### src/mfw_pkg.sv
`timescale 1ns / 1ps
// ----------------------------------------------------------------------------
// mfw_pkg
// Shared constants, types and register codes of the median filter window.
// ----------------------------------------------------------------------------
package mfw_pkg;

  // Filter geometry and sample format.
  localparam int KSIZE       = 3;
  localparam int MAX_WIDTH   = 2048;
  localparam int SAMPLE_BITS = 16;
  localparam int NCH         = 3;
  localparam int WIN         = KSIZE * KSIZE;
  localparam int PAD         = (KSIZE - 1) / 2;
  localparam int MID         = (WIN - 1) / 2;

  // Counter and port widths.
  localparam int COL_BITS  = $clog2(MAX_WIDTH);
  localparam int STEP_BITS = $clog2(MAX_WIDTH + PAD);
  localparam int DIM_BITS  = 12;
  localparam int ROW_BITS  = DIM_BITS + 1;
  localparam int SLOT_BITS = (KSIZE > 1) ? $clog2(KSIZE) : 1;
  localparam int CFG_W     = 12;
  localparam int CFG_IDX_W = 1;
  localparam int CH_W      = 16;

  localparam int WIDTH_RESET  = 640;
  localparam int HEIGHT_RESET = 480;

  typedef enum logic [CFG_IDX_W-1:0] {
    REG_WIDTH  = 1'b0,
    REG_HEIGHT = 1'b1
  } cfg_reg_t;

  typedef enum logic {
    KIND_PIXEL = 1'b0,
    KIND_FLUSH = 1'b1
  } kind_t;

  typedef logic [SAMPLE_BITS-1:0] sample_t;
  typedef sample_t [NCH-1:0]      pixel_t;
  typedef sample_t [WIN-1:0]      wvec_t;

  // Control that travels alongside the data through the filter pipeline.
  typedef struct packed {
    logic valid;
    logic last;
    logic fdone;
  } tag_t;

endpackage

### src/mfw_lane.sv
`timescale 1ns / 1ps
// ----------------------------------------------------------------------------
// mfw_lane
// One channel lane: pipelined odd-even transposition sort, median tap.
// ----------------------------------------------------------------------------
module mfw_lane (
  input  logic             clk,
  input  logic             en,
  input  mfw_pkg::wvec_t   vals,
  output mfw_pkg::sample_t median
);

  mfw_pkg::wvec_t st  [mfw_pkg::WIN];
  mfw_pkg::wvec_t nxt [mfw_pkg::WIN];

  // One compare-exchange layer per stage, alternating pair parity.
  for (genvar s = 0; s < mfw_pkg::WIN; s++) begin : g_stage
    always_comb begin
      mfw_pkg::wvec_t src;
      src = (s == 0) ? vals : st[(s == 0) ? 0 : s - 1];
      nxt[s] = src;
      for (int j = s % 2; j + 1 < mfw_pkg::WIN; j += 2) begin
        if (src[j] > src[j+1]) begin
          nxt[s][j]   = src[j+1];
          nxt[s][j+1] = src[j];
        end
      end
    end

    always_ff @(posedge clk) begin
      if (en) begin
        st[s] <= nxt[s];
      end
    end
  end

  assign median = st[mfw_pkg::WIN-1][mfw_pkg::MID];

endmodule

### config.mk
export PLATFORM = sky130hd
export DESIGN_NAME = mfw_lane
export DESIGN_NICKNAME = d
export VERILOG_FILES = /design/src/mfw_pkg.sv /design/src/mfw_lane.sv
export SDC_FILE = /design/constraint.sdc
export NUM_CORES = 2
export LEC_CHECK = 0
export ABC_AREA = 1
export BUFFER_PORTS_ARGS = -buffer_cell sky130_fd_sc_hd__buf_4
export CAP_MARGIN = 20
export CORE_UTILIZATION = 40
export CTS_CLUSTER_SIZE = 8
export DETAILED_ROUTE_END_ITERATION = 8
export GPL_TIMING_DRIVEN = 0
export SLEW_MARGIN = 20
export SYNTH_ARGS = -nofsm -noshare
export SYNTH_HDL_FRONTEND = slang
export SYNTH_SLANG_ARGS = --single-unit
### constraint.sdc
create_clock -name clk -period 1.9 [get_ports clk]
set_clock_uncertainty 0.05 [all_clocks]
set_input_delay 0.095 -clock clk [delete_from_list [all_inputs] [get_ports clk]]
set_output_delay 0.095 -clock clk [all_outputs]
set_load 0.02 [all_outputs]
==> Yosys cells after proc, flatten, opt, wreduce, memory -nomap -nowiden <==
Memories as Yosys holds them, arrays and structs flattened.
Cells that the tools add are included.
{ "word_totals": {"reg_bits": 0, "latch_bits": 0, "ram_bits": 1296, "rom_bits": 0, "inputBits": 146, "out_inout_bits": 16, "elab_cells": 75, "n_memories": 1} }
{ "classes": {"add_sub_neg": 0, "multipliers": 0, "n_div": 0, "magnitude_cmp": 36, "eq_ne": 0, "shift": 0, "mux": 38, "n_bitwise": 0, "reduce_logical": 0} }
{ "mem_list": {"columns": ["memory", "words", "word_bits", "read_ports", "rd_ports_with_merged_regs", "write_ports", "line", "rtl"], "rows": [
  ["st", 9, 144, 9, 0, 9, "mfw_lane.sv:13", "mfw_pkg::wvec_t st [mfw_pkg::WIN];"]
]} }
{ "op_table": {"columns": ["cell", "n"], "rows": [
  ["$mux 32", 36],
  ["$gt 16x16->1", 36],
  ["$mux 1", 2]
]} }

==> Longest topological paths before layout <==
{ "logic_depth": {"word_depth": 2, "ltp_mapped": 15, "mapped_depth_nobuf": 14} }

==> Worst setup path after synthesis <==
No wires, ideal clock.
{ "synth_path": {"path_type": "register to register", "start": "memory st[0][703] (netlist name)", "end": "memory st[0][838] (netlist name) (data pin)", "setup_time_ns": 0.252, "arrival_time_ns": 1.540, "t_required_ns": 1.598, "setup_slack_ns": 0.058, "path_stages_with_launch": 10, "path_buffers": 1, "period_less_slack_ns": 1.842, "path_cell_list": "edfxtp_1 ha_1 nand2_1 nor3_4 nand2_1 nand2_4 nand2_4 buf_8 nand2_2 nand2_1"} }
{ "synth_rtl": {"columns": ["element", "line"], "rows": [
  ["from (decl)", "mfw_lane.sv:13"]
]} }

==> impl_metrics.json <==
{
  "grtUsageTotal_pct": 20.34,
  "clock_latency_ns": 0.75,
  "final_cell_count_no_fill": 8575,
  "synth_seq_cells": 912,
  "crit_arrival_ns": 2.61,
  "clkSinkCount": 912,
  "finalSetupViolCount": 684,
  "die_area_um2": 132700,
  "violations": "negative hold slack, negative setup slack",
  "antenna_found_initial": 0,
  "fmax_mhz": 459.9,
  "grt-ovfl-total": 0,
  "critical_path.startpoint": "st[0][42]",
  "power.density_nw_per_um2": 1576,
  "final.min_clock_period_ns": 2.174,
  "rsz0062_at_grt": "true",
  "crit_path_start_kind": "register",
  "reg2reg_depth": 10,
  "grt_pass1_vias": 41690,
  "clockRootBuffer": "clkbuf_16",
  "die_y_um": 364.2,
  "num_antenna_cells": 0,
  "chipWidth_um": 364.2,
  "multi_input_area_um2": 24900,
  "path_max_fanout": 8,
  "routedWlPerCell_um": 16.58,
  "setup_ws_ns": -0.2742,
  "syn-cell-area_um2": 52480,
  "vdd_drop_max_v": 0.001104,
  "ys.flop_type": "edfxtp_1",
  "hold_class": "in -> reg",
  "leakage_nw": 33.31,
  "cts_hold_buf": 160,
  "grt_max_degree": 154,
  "syn-num-nets": 6408,
  "io_buffers": 161,
  "dpl.hpwl_um": 96450,
  "cap_violations": 0,
  "cts_max_level": 4,
  "synth_edf_count": 912,
  "fp-row-count": 132,
  "drv_slew": 0,
  "rrSetupSlack_ns": -0.27,
  "drcViolationCount": 0,
  "io_pins": 162,
  "status": "complete, but fails checks",
  "drt_iter0_drc": 2943,
  "hold_slack_ns": -0.2679,
  "regArea_um2": 27390,
  "synth_area_per_cell_um2": 9.077,
  "firstDrtPassIters": 7,
  "synthDistinctLibCells": 24,
  "final_util_pct": 53.98,
  "dp.cells": 7691,
  "wirelength_um": 142100,
  "setup.worst_path.class": "reg -> reg",
  "postRouteAntennaNets": 0,
  "ys_warn_count": 0,
  "area_growth_pct": 33.51,
  "cp.required_ns": 2.33,
  "worst_pin_slew_ns": 0.7460,
  "largest_reg_flops": 912,
  "crit_end": "st[0][172]",
  "vias": 43630,
  "cts_buffers": 132,
  "drive_gt1_share_pct": 28.68,
  "timing.rr.end": "st[0][172]",
  "gp_congestion": 0.9340,
  "start_util_pct": 40.43,
  "hold_viol": 76,
  "placed_area_um2": 56050,
  "cts_max_path_buffers": 3,
  "clkTransAtPathRegs_ns": 0.05,
  "r2r-start": "st[0][42]",
  "fin_area_um2": 70070,
  "vias_per_cell": 5.088,
  "grt_first_pass_wirelength_um": 214300,
  "filler_cell_count": 11130,
  "fp.coreArea_um2": 129800,
  "cts_tree": "built",
  "nNetsFinal": 7441,
  "ys_seq_area_share_pct": 52.18,
  "final_common_cell": "nand2_1",
  "syn_inst": 5782,
  "final_cell_mix": "nand2_1 (1,589), edfxtp_1 (912), nand3_1 (808)",
  "fin_crit_sh_pct": 114.4,
  "slew_headroom_pct": 50.27,
  "async_flop_share_pct": 0,
  "end_kind": "register",
  "top_register": "st",
  "reg_top3": "st (912)"
}
-- cells in the mapped netlist (3+ instances only) --
library cell  instances  area share, %
nor3_4                3          0.093
buf_4                81            1.2
nand2_2              62           0.74
o21ai_0              30           0.29
nor3_2               24           0.46
nand4_4               3           0.12
nand2_4               7           0.15
clkbuf_1             71           0.51
ha_1                480             11
nand3_1             863            8.2
nor2_2                3          0.036
buf_6                 7           0.15
a21o_1               30           0.43
edfxtp_1            912             52
buf_2                77           0.73
nor2_1              149            1.1
inv_2                 4          0.029
inv_1               604            4.3
nand2_1            2135             15
nand3_2              26           0.50
nand4_1              29           0.35
a21oi_1             180            1.7
-- critical path, stage by stage, from the launching register on --
cell      delay (ns)
edfxtp_1        0.46
inv_2           0.07
ha_4            0.27
nand4_1         0.16
nor3_4          0.25
nand2_2         0.10
nand2_4         0.12
nand2_8         0.10
buf_8           0.16
nand2_2         0.07
nand2_2         0.08
-- repair_timing --
item / 4_1_cts / 5_1_grt
buffers inserted: 316 / 196
endpoints found under the setup margin: 683 / 705
gates resized for setup: 513 / 777
cloned: 38 / 26
endpoints found under the hold margin: 220 / 76
pin swaps: 162 / 225
-- worst min-delay path by stage --
stage,cells after the start,endpoint,startpoint,slack (ns)
finish,1,st[0][36],en,-0.27
global route,1,st[0][36],en,-0.26
CTS,1,st[0][41],en,-0.29
detailed placement,1,st[0][135],vals[135],0.23
global placement,1,st[0][131],vals[131],0.22
floorplan,0,st[0][128],vals[128],0.14
-- area by class of cell --
class                      instances  area share [%]
clock inverter                    12          0.1893
buffer                           236           2.995
multi-input combinational       4025           35.53
inverter                         608           3.257
tap                             1742           3.111
timing repair buffer             900           10.96
clock buffer                     140           4.878
sequential                       912           39.08
-- kinds of logic after synthesis --
| family | after synthesis | share of synthesized area [%] |
|---|---|---|
| buf+inv | 846 | 6.942 |
| flops | 912 | 52.18 |
| compound gates | 240 | 2.432 |
| simple gates | 3304 | 27.00 |
| fa+ha+maj | 480 | 11.44 |
-- routing by layer --
layer / vias up / routed length, um / GRT usage [%]
met5: - / 0 / 0
met4: 0 / 6162 / 8.716
met3: 470 / 6301 / 2.746
met2: 1387 / 69920 / 35.28
met1: 20430 / 59750 / 25.27
li1: 21340 / - / -
-- per-stage QoR --
stage	total power (W)	setup TNS [ns]	setup slack (ns)
finish	0.1104	-101.37	-0.2742
global route	0.1179	-162.11	-0.3355
CTS	0.1030	-77.96	-0.1972
detailed placement	0.07481	-266.72	-0.3621
global placement	0.07387	-6304.48	-7.000
floorplan	0.06259	0	0.05779
-- where the power goes --
group / internal [W] / leakage (nW) / switching [W]
Clock: 0.0126 / 1.74 / 0.00810
Combinational: 0.0227 / 22.5 / 0.0293
Sequential: 0.0323 / 9.05 / 0.00548
Total: 0.0676 / 33.3 / 0.0428
No activity file was read; power rests on OpenSTA's default activity.
